File: src/rtl/core/sha1_hash_engine_macros.svh
// assertion macros for the sha1 hash engine
`ifndef SHA1_HASH_ENGINE_MACROS_SVH
`define SHA1_HASH_ENGINE_MACROS_SVH

// property must hold whenever reset is released
`define SHA1_ASSERT(label, prop, msg) \
  label: assert property (@(posedge clk_i) disable iff (!rst_ni) (prop)) else $error(msg);

// if antecedent, then consequent in the next cycle
`define SHA1_ASSERT_NEXT(label, ante, cons, msg) \
  label: assert property (@(posedge clk_i) disable iff (!rst_ni) (ante) |=> (cons)) \
    else $error(msg);

`endif

File: src/rtl/core/sha1_pkg.sv
`default_nettype none
package sha1_pkg;
  localparam logic [31:0] H0 = 32'h67452301;
  localparam logic [31:0] H1 = 32'hEFCDAB89;
  localparam logic [31:0] H2 = 32'h98BADCFE;
  localparam logic [31:0] H3 = 32'h10325476;
  localparam logic [31:0] H4 = 32'hC3D2E1F0;
  localparam logic [7:0]  PadByte = 8'h80;
  localparam int unsigned FifoDepth = 2;

  typedef struct packed {
    logic [31:0] data_word;
    logic [2:0]  byte_count;
    logic        last_word;
  } item_t;

  function automatic logic [31:0] round_k(input logic [6:0] r);
    logic [31:0] k;
    if (r < 7'd20) k = 32'h5A827999;
    else if (r < 7'd40) k = 32'h6ED9EBA1;
    else if (r < 7'd60) k = 32'h8F1BBCDC;
    else k = 32'hCA62C1D6;
    return k;
  endfunction

  function automatic logic [31:0] round_f(input logic [6:0] r, input logic [31:0] b,
                                          input logic [31:0] c, input logic [31:0] d);
    logic [31:0] f;
    if (r < 7'd20) f = (b & c) | (~b & d);
    else if (r >= 7'd40 && r < 7'd60) f = (b & c) | (b & d) | (c & d);
    else f = b ^ c ^ d;
    return f;
  endfunction
endpackage
`default_nettype wire

File: src/rtl/core/sha1_fifo.sv
`default_nettype none
module sha1_fifo (
  input  wire logic           clk_i,
  input  wire logic           rst_ni,
  input  wire logic           wr_valid_i,
  output logic                wr_ready_o,
  input  wire sha1_pkg::item_t wr_item_i,
  output logic                rd_valid_o,
  input  wire logic           rd_ready_i,
  output sha1_pkg::item_t     rd_item_o
);
  import sha1_pkg::*;
  localparam int unsigned PtrW = $clog2(FifoDepth);

  item_t mem_q [FifoDepth];
  logic [PtrW-1:0] wptr_q, rptr_q;
  logic [PtrW:0]   cnt_q;
  logic wr_en, rd_en;

  assign wr_ready_o = (cnt_q != (PtrW+1)'(FifoDepth));
  assign rd_valid_o = (cnt_q != '0);
  assign rd_item_o  = mem_q[rptr_q];
  assign wr_en = wr_valid_i && wr_ready_o;
  assign rd_en = rd_valid_o && rd_ready_i;

  always_ff @(posedge clk_i or negedge rst_ni) begin
    if (!rst_ni) begin
      wptr_q <= '0;
      rptr_q <= '0;
      cnt_q  <= '0;
    end else begin
      if (wr_en) wptr_q <= (wptr_q == PtrW'(FifoDepth-1)) ? '0 : wptr_q + 1'b1;
      if (rd_en) rptr_q <= (rptr_q == PtrW'(FifoDepth-1)) ? '0 : rptr_q + 1'b1;
      if (wr_en && !rd_en) cnt_q <= cnt_q + 1'b1;
      else if (rd_en && !wr_en) cnt_q <= cnt_q - 1'b1;
    end
  end

  always_ff @(posedge clk_i) begin
    if (wr_en) mem_q[wptr_q] <= wr_item_i;
  end
endmodule
`default_nettype wire

File: src/rtl/core/sha1_front.sv
`default_nettype none
module sha1_front (
  input  wire logic            clk_i,
  input  wire logic            rst_ni,
  input  wire logic            s_valid_i,
  output logic                 s_ready_o,
  input  wire logic [31:0]     s_data_i,
  input  wire logic [2:0]      s_count_i,
  input  wire logic            s_last_i,
  output logic                 q_valid_o,
  input  wire logic            q_ready_i,
  output sha1_pkg::item_t      q_item_o
);
  import sha1_pkg::*;
  logic [2:0]  cnt;
  logic [31:0] mask;
  item_t item;

  // classify: clamp count, mask unused bytes of the final transaction
  always_comb begin
    cnt = s_last_i ? ((s_count_i > 3'd4) ? 3'd4 : s_count_i) : 3'd4;
    case (cnt)
      3'd0:    mask = 32'h0000_0000;
      3'd1:    mask = 32'hFF00_0000;
      3'd2:    mask = 32'hFFFF_0000;
      3'd3:    mask = 32'hFFFF_FF00;
      default: mask = 32'hFFFF_FFFF;
    endcase
    item.data_word  = s_data_i & mask;
    item.byte_count = cnt;
    item.last_word  = s_last_i;
  end

  sha1_fifo u_fifo (
    .clk_i      (clk_i),
    .rst_ni     (rst_ni),
    .wr_valid_i (s_valid_i),
    .wr_ready_o (s_ready_o),
    .wr_item_i  (item),
    .rd_valid_o (q_valid_o),
    .rd_ready_i (q_ready_i),
    .rd_item_o  (q_item_o)
  );
endmodule
`default_nettype wire

File: src/rtl/core/sha1_back.sv
`default_nettype none
module sha1_back (
  input  wire logic        clk_i,
  input  wire logic        rst_ni,
  input  wire logic        q_valid_i,
  output logic             q_ready_o,
  input  wire sha1_pkg::item_t q_item_i,
  output logic             m_valid_o,
  input  wire logic        m_ready_i,
  output logic [31:0]      m_digest_o,
  output logic [2:0]       m_index_o,
  output logic             m_final_o
);
  import sha1_pkg::*;

  typedef enum logic [2:0] {
    ST_IDLE, ST_ROUND, ST_PAD, ST_ADD, ST_OUT
  } state_e;

  state_e      state_q;
  logic [31:0] h_q [5];
  logic [31:0] v_q [5];
  logic [31:0] w_q [16];
  logic [3:0]  idx_q;
  logic [63:0] bits_q;
  logic [6:0]  rnd_q;
  logic        fin_q;   // compressing the final block, emit afterwards
  logic        pad_q;   // padding pending after this block
  logic        tail_q;  // final transaction taken, padding still in progress
  logic [2:0]  out_q;

  logic [3:0]  s;
  logic [31:0] wx, wr, t;
  logic [31:0] pad_word;
  logic [3:0]  idx_n;

  assign s  = rnd_q[3:0];
  assign wx = w_q[s+4'd13] ^ w_q[s+4'd8] ^ w_q[s+4'd2] ^ w_q[s];
  assign wr = (rnd_q < 7'd16) ? w_q[s] : {wx[30:0], wx[31]};
  assign t  = {v_q[0][26:0], v_q[0][31:27]}
            + round_f(rnd_q, v_q[1], v_q[2], v_q[3]) + v_q[4] + round_k(rnd_q) + wr;

  always_comb begin
    case (q_item_i.byte_count)
      3'd0:    pad_word = {PadByte, 24'h0};
      3'd1:    pad_word = {q_item_i.data_word[31:24], PadByte, 16'h0};
      3'd2:    pad_word = {q_item_i.data_word[31:16], PadByte, 8'h0};
      3'd3:    pad_word = {q_item_i.data_word[31:8], PadByte};
      default: pad_word = q_item_i.data_word;
    endcase
  end

  assign idx_n      = idx_q + 4'd1;
  assign q_ready_o  = (state_q == ST_IDLE);
  assign m_valid_o  = (state_q == ST_OUT);
  assign m_digest_o = h_q[out_q];
  assign m_index_o  = out_q;
  assign m_final_o  = (out_q == 3'd4);

  always_ff @(posedge clk_i or negedge rst_ni) begin
    if (!rst_ni) begin
      state_q <= ST_IDLE;
      h_q[0] <= H0; h_q[1] <= H1; h_q[2] <= H2; h_q[3] <= H3; h_q[4] <= H4;
      for (int i = 0; i < 5; i++) v_q[i] <= '0;
      idx_q  <= '0;
      bits_q <= '0;
      rnd_q  <= '0;
      fin_q  <= 1'b0;
      pad_q  <= 1'b0;
      tail_q <= 1'b0;
      out_q  <= '0;
    end else begin
      case (state_q)
        ST_IDLE: begin
          if (q_valid_i) begin
            bits_q <= bits_q + {58'd0, q_item_i.byte_count, 3'd0};
            w_q[idx_q] <= pad_word;
            idx_q <= idx_n;
            if (!q_item_i.last_word) begin
              if (idx_q == 4'd15) begin
                state_q <= ST_ROUND;
                for (int i = 0; i < 5; i++) v_q[i] <= h_q[i];
              end
            end else if (q_item_i.byte_count == 3'd4) begin
              // pad word goes in the next slot, maybe after a full block
              tail_q <= 1'b1;
              if (idx_q == 4'd15) begin
                state_q <= ST_ROUND;
                pad_q <= 1'b1;
                for (int i = 0; i < 5; i++) v_q[i] <= h_q[i];
              end else begin
                state_q <= ST_PAD;
                pad_q <= 1'b1;
              end
            end else begin
              tail_q <= 1'b1;
              // pad byte lands in this word; if in the last slot, the block is full
              if (idx_q == 4'd15) begin
                state_q <= ST_ROUND;
                for (int i = 0; i < 5; i++) v_q[i] <= h_q[i];
              end else begin
                state_q <= ST_PAD;
              end
            end
          end
        end
        ST_PAD: begin
          // one word per cycle: pad byte, zeros, then length
          if (pad_q) begin
            w_q[idx_q] <= {PadByte, 24'h0};
            pad_q <= 1'b0;
            idx_q <= idx_n;
            if (idx_q == 4'd15) begin
              state_q <= ST_ROUND;
              for (int i = 0; i < 5; i++) v_q[i] <= h_q[i];
            end
          end else if (idx_q == 4'd14 && !fin_q) begin
            w_q[14] <= bits_q[63:32];
            idx_q <= idx_n;
            fin_q <= 1'b1;
          end else if (idx_q == 4'd15 && fin_q) begin
            w_q[15] <= bits_q[31:0];
            idx_q <= '0;
            state_q <= ST_ROUND;
            for (int i = 0; i < 5; i++) v_q[i] <= h_q[i];
          end else begin
            w_q[idx_q] <= '0;
            idx_q <= idx_n;
            if (idx_q == 4'd15) begin
              state_q <= ST_ROUND;
              for (int i = 0; i < 5; i++) v_q[i] <= h_q[i];
            end
          end
        end
        ST_ROUND: begin
          if (rnd_q >= 7'd16) w_q[s] <= wr;
          v_q[0] <= t;
          v_q[1] <= v_q[0];
          v_q[2] <= {v_q[1][1:0], v_q[1][31:2]};
          v_q[3] <= v_q[2];
          v_q[4] <= v_q[3];
          rnd_q <= (rnd_q == 7'd79) ? '0 : rnd_q + 7'd1;
          if (rnd_q == 7'd79) state_q <= ST_ADD;
        end
        ST_ADD: begin
          for (int i = 0; i < 5; i++) h_q[i] <= h_q[i] + v_q[i];
          if (fin_q) begin
            state_q <= ST_OUT;
            out_q <= '0;
          end else if (tail_q) begin
            state_q <= ST_PAD;
          end else begin
            state_q <= ST_IDLE;
          end
        end
        ST_OUT: begin
          if (m_ready_i) begin
            if (out_q == 3'd4) begin
              state_q <= ST_IDLE;
              h_q[0] <= H0; h_q[1] <= H1; h_q[2] <= H2; h_q[3] <= H3; h_q[4] <= H4;
              bits_q <= '0;
              idx_q <= '0;
              fin_q <= 1'b0;
              tail_q <= 1'b0;
              out_q <= '0;
            end else begin
              out_q <= out_q + 3'd1;
            end
          end
        end
        default: state_q <= ST_IDLE;
      endcase
    end
  end
endmodule
`default_nettype wire

File: src/rtl/core/sha1_hash_engine.sv
// a block compresses in 80 rounds, one round per cycle in the back end
// the back end takes no new word while it runs a block: 16 words, then rounds and add
// final word: padding fills one or two blocks, then 5 digest words
// a 2-entry queue decouples the input from the round engine
// reset (rst_ni low, async) loads the initial chaining values and clears length and fill
`default_nettype none
module sha1_hash_engine (
  input  wire logic        clk_i,
  input  wire logic        rst_ni,
  input  wire logic        s_axis_tvalid,
  output logic             s_axis_tready,
  input  wire logic [39:0] s_axis_tdata,  // data_word[31:0], byte_count[34:32], zero fill
  input  wire logic        s_axis_tlast,
  output logic             m_axis_tvalid,
  input  wire logic        m_axis_tready,
  output logic [39:0]      m_axis_tdata,  // digest_word[31:0], word_index[34:32], zero fill
  output logic             m_axis_tlast
);
  import sha1_pkg::*;
  `include "sha1_hash_engine_macros.svh"

  logic  q_valid, q_ready;
  item_t q_item;
  logic [31:0] dig;
  logic [2:0]  widx;

  sha1_front u_front (
    .clk_i     (clk_i),
    .rst_ni    (rst_ni),
    .s_valid_i (s_axis_tvalid),
    .s_ready_o (s_axis_tready),
    .s_data_i  (s_axis_tdata[31:0]),
    .s_count_i (s_axis_tdata[34:32]),
    .s_last_i  (s_axis_tlast),
    .q_valid_o (q_valid),
    .q_ready_i (q_ready),
    .q_item_o  (q_item)
  );

  sha1_back u_back (
    .clk_i      (clk_i),
    .rst_ni     (rst_ni),
    .q_valid_i  (q_valid),
    .q_ready_o  (q_ready),
    .q_item_i   (q_item),
    .m_valid_o  (m_axis_tvalid),
    .m_ready_i  (m_axis_tready),
    .m_digest_o (dig),
    .m_index_o  (widx),
    .m_final_o  (m_axis_tlast)
  );

  assign m_axis_tdata = {5'd0, widx, dig};

  `SHA1_ASSERT(a_tlast_idx, m_axis_tvalid |-> (m_axis_tlast == (widx == 3'd4)), "tlast mismatch")
  `SHA1_ASSERT(a_idx_range, m_axis_tvalid |-> (widx <= 3'd4), "word index out of range")
  `SHA1_ASSERT_NEXT(a_idx_step, m_axis_tvalid && m_axis_tready && !m_axis_tlast, m_axis_tvalid && widx == $past(widx) + 3'd1, "digest order broken")
  `SHA1_ASSERT(a_no_take_out, m_axis_tvalid |-> !q_ready, "back end took item while emitting")
endmodule
`default_nettype wire

File: config.mk
export PLATFORM = sky130hd
export DESIGN_NAME = sha1_hash_engine
export DESIGN_NICKNAME = d
export VERILOG_FILES = /design/src/rtl/core/sha1_pkg.sv /design/src/rtl/core/sha1_fifo.sv /design/src/rtl/core/sha1_front.sv /design/src/rtl/core/sha1_back.sv /design/src/rtl/core/sha1_hash_engine.sv
export VERILOG_INCLUDE_DIRS = /design/src /design/src/rtl/core
export SDC_FILE = /design/constraint.sdc
export NUM_CORES = 2
export LEC_CHECK = 0
export ABC_CLOCK_PERIOD_IN_PS = 20100
export BUFFER_PORTS_ARGS = -buffer_cell sky130_fd_sc_hd__buf_2
export CORE_ASPECT_RATIO = 2
export CORE_MARGIN = 4
export CORE_UTILIZATION = 55
export DETAILED_ROUTE_END_ITERATION = 6
export PLACE_DENSITY = 0.72
export RECOVER_POWER = 25
export SLEW_MARGIN = 15
export SYNTH_ARGS = -nofsm -noshare
export SYNTH_HDL_FRONTEND = slang
export SYNTH_HIERARCHICAL = 1
export SYNTH_SLANG_ARGS = --single-unit
File: constraint.sdc
create_clock -name clk_i -period 20.1 [get_ports clk_i]
set_clock_uncertainty 0.2 [all_clocks]
set_input_delay 1.005 -clock clk_i [delete_from_list [all_inputs] [get_ports clk_i]]
set_output_delay 1.005 -clock clk_i [all_outputs]
set_load 0.05 [all_outputs]
# After elaboration in Yosys (flattened, before gate mapping)
# Memories as Yosys holds them, arrays and structs flattened.
# Index checks and enable logic that the tools add are counted.
# word_totals
ff_bits	408
latchBits	0
ramBits	584
rom_bits	0
input_bits	45
memories	2
# op_classes
add_sub_neg	20
mul	0
div_mod_pow	0
magnitude_cmp	8
eq_ne	26
shift	0
mux	103
bitwise_logic	17
reduce_logical	39
# memory_table
name	depth	word_bits	rd	rd_ports_with_merged_regs	wr	line_no	rtl
u_back.w_q	16	32	4	0	1	sha1_back.sv:23	logic [31:0] w_q [16];
u_front.u_fifo.mem_q	2	36	1	0	1	sha1_fifo.sv:15	item_t mem_q [FifoDepth];
# op_table
operator	n
two-way mux 160 bit	7
case mux 160 bit (3 select lines)	1
two-way mux 32 bit	12
case mux 160 bit (2 select lines)	1
adder 32 bit	9
case mux 32 bit (4 select lines)	2
two-way mux 64 bit	3
AND 32 bit	5
bitwise XOR 32 bit	5
case mux 64 bit (2 select lines)	1
binary-select mux 32 bit (select 3 bit)	1
OR 32 bit	3
OR reduction 32 bit	3
adder 64 x 6 -> 64 bit	1
two-way mux 3 bit	15
two-way mux 1 bit	39
two-way mux 4 bit	9
NOT 32 bit	1
two-way mux 31 bit	1
equality test 3 x 2 -> 1 bit (second input constant)	6
case mux 3 bit (5 select lines)	1
AND reduction 5 bit	3
< comparator 7 x 5 -> 1 bit (second input constant)	2
< comparator 7 x 6 -> 1 bit (second input constant)	2
other kinds (33)	80

# Longest topological paths before layout
# depth
depth_word	12
mapped_depth	32
mapped_depth_nobuf	26

# Hierarchy
# Netlist, hierarchy kept.
# by_module_without_submodules
mod	n_inst	cells_each	area_per_inst_um2
sha1_back	1	5067	60376.7
sha1_fifo	1	130	2941.6
sha1_front	1	41	291.5
sha1_hash_engine	1	6	41.3

# Worst setup path after synthesis
# OpenSTA, ideal clock, no wires.
# synth_timing
kind	reg2reg
from	register u_back.rnd_q[2]
to	register u_back/v_q[157] (netlist bit)
setup_ns	0.083
t_arrival_ns	7.251
t_required_ns	19.817
slack_ns	12.566
path_stages_with_launch	32
n_path_buf	6
path_cell_list	dfrtp_1 > buf_4 > buf_4 > buf_2 > buf_1 > inv_1 > ha_1 > a21oi_1 > xnor2_1 > buf_2 > buf_2 > mux4_2 > xnor2_1 > xnor2_1 > o21bai_1 > fa_1 > fa_1 > fa_1 > inv_1 > ha_1 > fa_1 > a21oi_1 > o21bai_1 > a21oi_1 > o311ai_2 > a311oi_2 > o31ai_1 > a31oi_1 > nor2b_1 > o21ai_0 > mux2_2 > o21ai_0
# synth_via
elab_chain_len	9
# synth_rtl
element	line_no	rtl
from (decl)	sha1_back.sv:26	logic [6:0] rnd_q;
from (signal assigned)	sha1_back.sv:142	rnd_q <= (rnd_q == 7'd79) ? '0 : rnd_q + 7'd1;
>= comparator 7 x 6 -> 1 bit or < comparator 7 x 6 -> 1 bit (tied branches)	sha1_pkg.sv:30, sha1_pkg.sv:21	
logical AND 1 bit	sha1_pkg.sv:30	else if (r >= 7'd40 && r < 7'd60) f = (b & c) | (b & d) | (c & d);
two-way mux 32 bit	sha1_pkg.sv:30	
two-way mux 32 bit	sha1_pkg.sv:29	if (r < 7'd20) f = (b & c) | (~b & d);
adder 32 bit (3 in a row)	sha1_back.sv:41	+ round_f(rnd_q, v_q[1], v_q[2], v_q[3]) + v_q[4] + round_k(rnd_q) + wr;
adder 32 bit (*)	sha1_back.sv:41	
case mux 160 bit (3 select lines) (*)	sha1_back.sv:73	case (state_q)
to (decl)	sha1_back.sv:22	logic [31:0] v_q [5];
# Mark *: on every way between the ends. The rest lies on a longest branch, timed or not.
# A chain may end at the register's enable or synchronous reset.

==> qor.txt <==
Status - finished with violations
Failing checks - max-capacitance violations, max-slew violations
X dimension of the die - 248.6 um
Area leader, netlist - sky130_fd_sc_hd__edfxtp_1
Detailed Place HPWL - 137800 um
Post-CTS Hold Buffers - 0
Slowest cell on the critical path - sky130_fd_sc_hd__clkbuf_1
Final Cycle Share - 56.33%
First-pass DRT Iterations - 5
Global-route congestion overflow total - 0
Routed wirelength normalized by instance count - 29.82 um
Required time at the worst-slack endpoint - 18.93 ns
Clock-pin transition on the worst setup and hold timing paths - 0.07 ns
Maximum clock insertion buffer count - 3
Path type of the worst setup path - primary input to asynchronous set/reset pin
Per-instance average area after synthesis - 12.14 um^2
Number of warnings issued by yosys - 6
Buffers inserted during post-CTS setup optimization - 0
Synth Instances - 5244
Setup crit end kind - asynchronous set/reset pin
Die outline height - 489.1 um
CP Max Fanout - 130
Number of storage elements in the synthesis netlist - 989
Clk root buf - sky130_fd_sc_hd__clkbuf_16
Starting density of the core - 55.37%
Nature of the critical path startpoint - primary input
Synth Cell Area - 63650 um^2
Cell Chain, Critical Path - clkbuf_1 -> clkbuf_1
Total global-route track usage - 32.86%
Arrival time reported for the critical path endpoint - 10.15 ns
Final antenna-violating net count - 0
Final Hold Viols - 0
Final-stage net count - 5564
Max-cap violation count - 10
Multiplexer fraction of the synthesized cell area - 20.27%
Clock tree from TritonCTS - built
Synth async-reset ratio - 40.95%
Number of enable-type register cells in the synthesized netlist - 584
Total negative slack for setup checks - 0 ns
Starting DRC count in detailed routing - 5187
Most used DFF post-synth - sky130_fd_sc_hd__edfxtp_1
I/O pin count - 88
Count of cells along the worst hold path - 1
Top area cells in the synthesized netlist - sky130_fd_sc_hd__edfxtp_1 (28%), sky130_fd_sc_hd__mux4_2 (16%), sky130_fd_sc_hd__dfrtp_1 (13%)
Share of Yosys cell area claimed by the top area cell type - 27.55%
Min cycle time layout - 11.32 ns
Post-synthesis share of cell area spent on xor and xnor gates - 4.197%
Library cells used by synthesis - 94
Share of cells above drive strength 1 - 19.43%
Number of gates resized after cts - 0
Area share of and/or/nand/nor cells after synthesis - 8.374%
Worst R2R End - u_back/v_q[157]
H-Tree Depth - 3
Final weighted congestion in routability-driven placement - 0.9792
Vias per cell - 6.913
Biggest cell delay along the critical path - 5.14 ns
Area growth from synthesis to final layout - 7.714%
Detailed-route wire length - 202400 um
Reg2reg setup slack - 10.15 ns
Cell type group with the largest total delay on the critical path - buffers and inverters
Min-Delay Path Class - flop to flop
Global-route wire length before repair - 299500 um
Highest achievable clock rate - 0.08832 GHz
Number of buffers inserted during clock tree synthesis - 92
Endpoint of the worst hold-timing path - u_front/u_fifo/cnt_q[1]
Hold Crit Start - u_front/u_fifo/cnt_q[1]
Area inside the core boundary - 115000 um^2
Worst-skew pair later-pin latency - 0.75 ns
Path depth of the worst reg2reg path - 25
Setup repair after global routing missed its margin - no
Largest net degree at the start of global routing - 150
Total number of vias - 46930
Startpoint of the most critical register-to-register path - u_back/rnd_q[0]
Relative slew margins - -379.2%
# setup viols final - 0
Fraction of the yosys area taken by sequential cells - 43.63%
CP bufs+invs - 2
Combinational family with the most area after synthesis - multiplexers
Slew Limit Fails - 569
Antenna violations before repair - 2
Worst slew pin tran - 7.188 ns
Worst setup path start - rst_ni
Adder-cell share of the synthesized area - 7.934%
Count of port buffers added during placement - 77
Site Rows - 176
Synth Area in Compound Gates - 11.91%
Vias in the first global route - 47960
Remaining DRCs - 0
CTS sink cnt - 989
Cell repeated most along the worst path - sky130_fd_sc_hd__clkbuf_1
Floorplan die area - 121600 um^2
[layout by cell type (no fill, tap or decap), types with 181 or more instances in the layout]
cell / instances
sky130_fd_sc_hd__mux4_2: 444
sky130_fd_sc_hd__ha_1: 200
sky130_fd_sc_hd__o21ai_0: 255
sky130_fd_sc_hd__edfxtp_1: 584
sky130_fd_sc_hd__dfrtp_1: 319
sky130_fd_sc_hd__o22ai_1: 186
sky130_fd_sc_hd__inv_1: 205
sky130_fd_sc_hd__nand2_1: 312
sky130_fd_sc_hd__xnor2_1: 181
sky130_fd_sc_hd__nor2_1: 362
sky130_fd_sc_hd__a21oi_1: 365
[cells in the mapped netlist, types with 126 or more instances]
master,number
sky130_fd_sc_hd__a21oi_1,365
sky130_fd_sc_hd__clkbuf_1,186
sky130_fd_sc_hd__dfrtp_1,325
sky130_fd_sc_hd__edfxtp_1,584
sky130_fd_sc_hd__fa_1,126
sky130_fd_sc_hd__ha_1,202
sky130_fd_sc_hd__inv_1,206
sky130_fd_sc_hd__mux2i_1,141
sky130_fd_sc_hd__mux4_2,444
sky130_fd_sc_hd__nand2_1,316
sky130_fd_sc_hd__nor2_1,379
sky130_fd_sc_hd__o21ai_0,258
sky130_fd_sc_hd__o22ai_1,186
sky130_fd_sc_hd__xnor2_1,183
[sequential cells by signal, indices dropped and copies added (netlist names)]
signal,cells
u_back/w_q,512
u_back/h_q,160
u_back/v_q,160
u_front/u_fifo/mem_q,72
u_back/bits_q,61
u_back/rnd_q,7
u_back/idx_q,4
u_back/m_index_o,3
u_back/state_q,3
u_front/u_fifo/cnt_q,2
u_back/fin_q,1
u_back/pad_q,1
u_back/tail_q,1
u_front/u_fifo/rptr_q,1
u_front/u_fifo/wptr_q,1
[per-stage QoR]
step                hold slack, ns  std cells  setup WS, ns  cell area [um^2]  utilization (%)
floorplan                   0.2564       5248         12.57             63670                -
detailed placement          0.3031       6608         10.20             65390            56.88
global placement            0.2728       6608         10.29             65390            56.88
CTS                        0.09117       6782         10.15             68630            59.70
finish                      0.3095       6788         8.778             68560            59.64
global route                0.3324       6785         6.877             68550            59.64
[how the worst max path moves through the flow]
| stage | endpoint | slack (ns) | depth (start not counted) |
|---|---|---|---|
| after floorplan | u_back/v_q[157] | 12.57 | 31 |
| after global placement | u_back/v_q[157] | 10.29 | 25 |
| after detailed placement | u_back/v_q[157] | 10.20 | 25 |
| after CTS | u_back/v_q[157] | 10.15 | 25 |
| after global routing | u_back/h_q[32] | 6.88 | 2 |
| final | u_back/h_q[2] | 8.78 | 2 |
[layer usage]
metal	vias to the layer above	global-route usage [%]	wire length (um)
met5	-	0	0
met4	0	29.55	24090
met3	843	5.687	15760
met2	2576	57.09	101700
met1	23700	33.92	60890
li1	19810	-	-
[final cells by class]
class	count	area, um^2
timing repair buffer	171	1076
clock buffer	120	2554
multi-input combinational	3730	33780
tap	1513	1893
inverter	207	779.5
antenna	4	10.01
sequential	989	27790
clock inverter	54	685.7
fill	9113	46390
[cells by family (layout without fill, tap and decap cells)]
group,after synthesis,count (layout)
AO/OA/AOI/OAI,1241,1241
AND/OR/NAND/NOR,1143,1143
flip-flops,989,989
multiplexers,708,708
buffers and inverters,529,552
adder cells (fa/ha/maj),328,328
XOR/XNOR,305,305
other,1,9
Power is left out: the tool's default activity adds up to more than one toggle a clock period on the data nets, which glitch-free logic cannot reach.
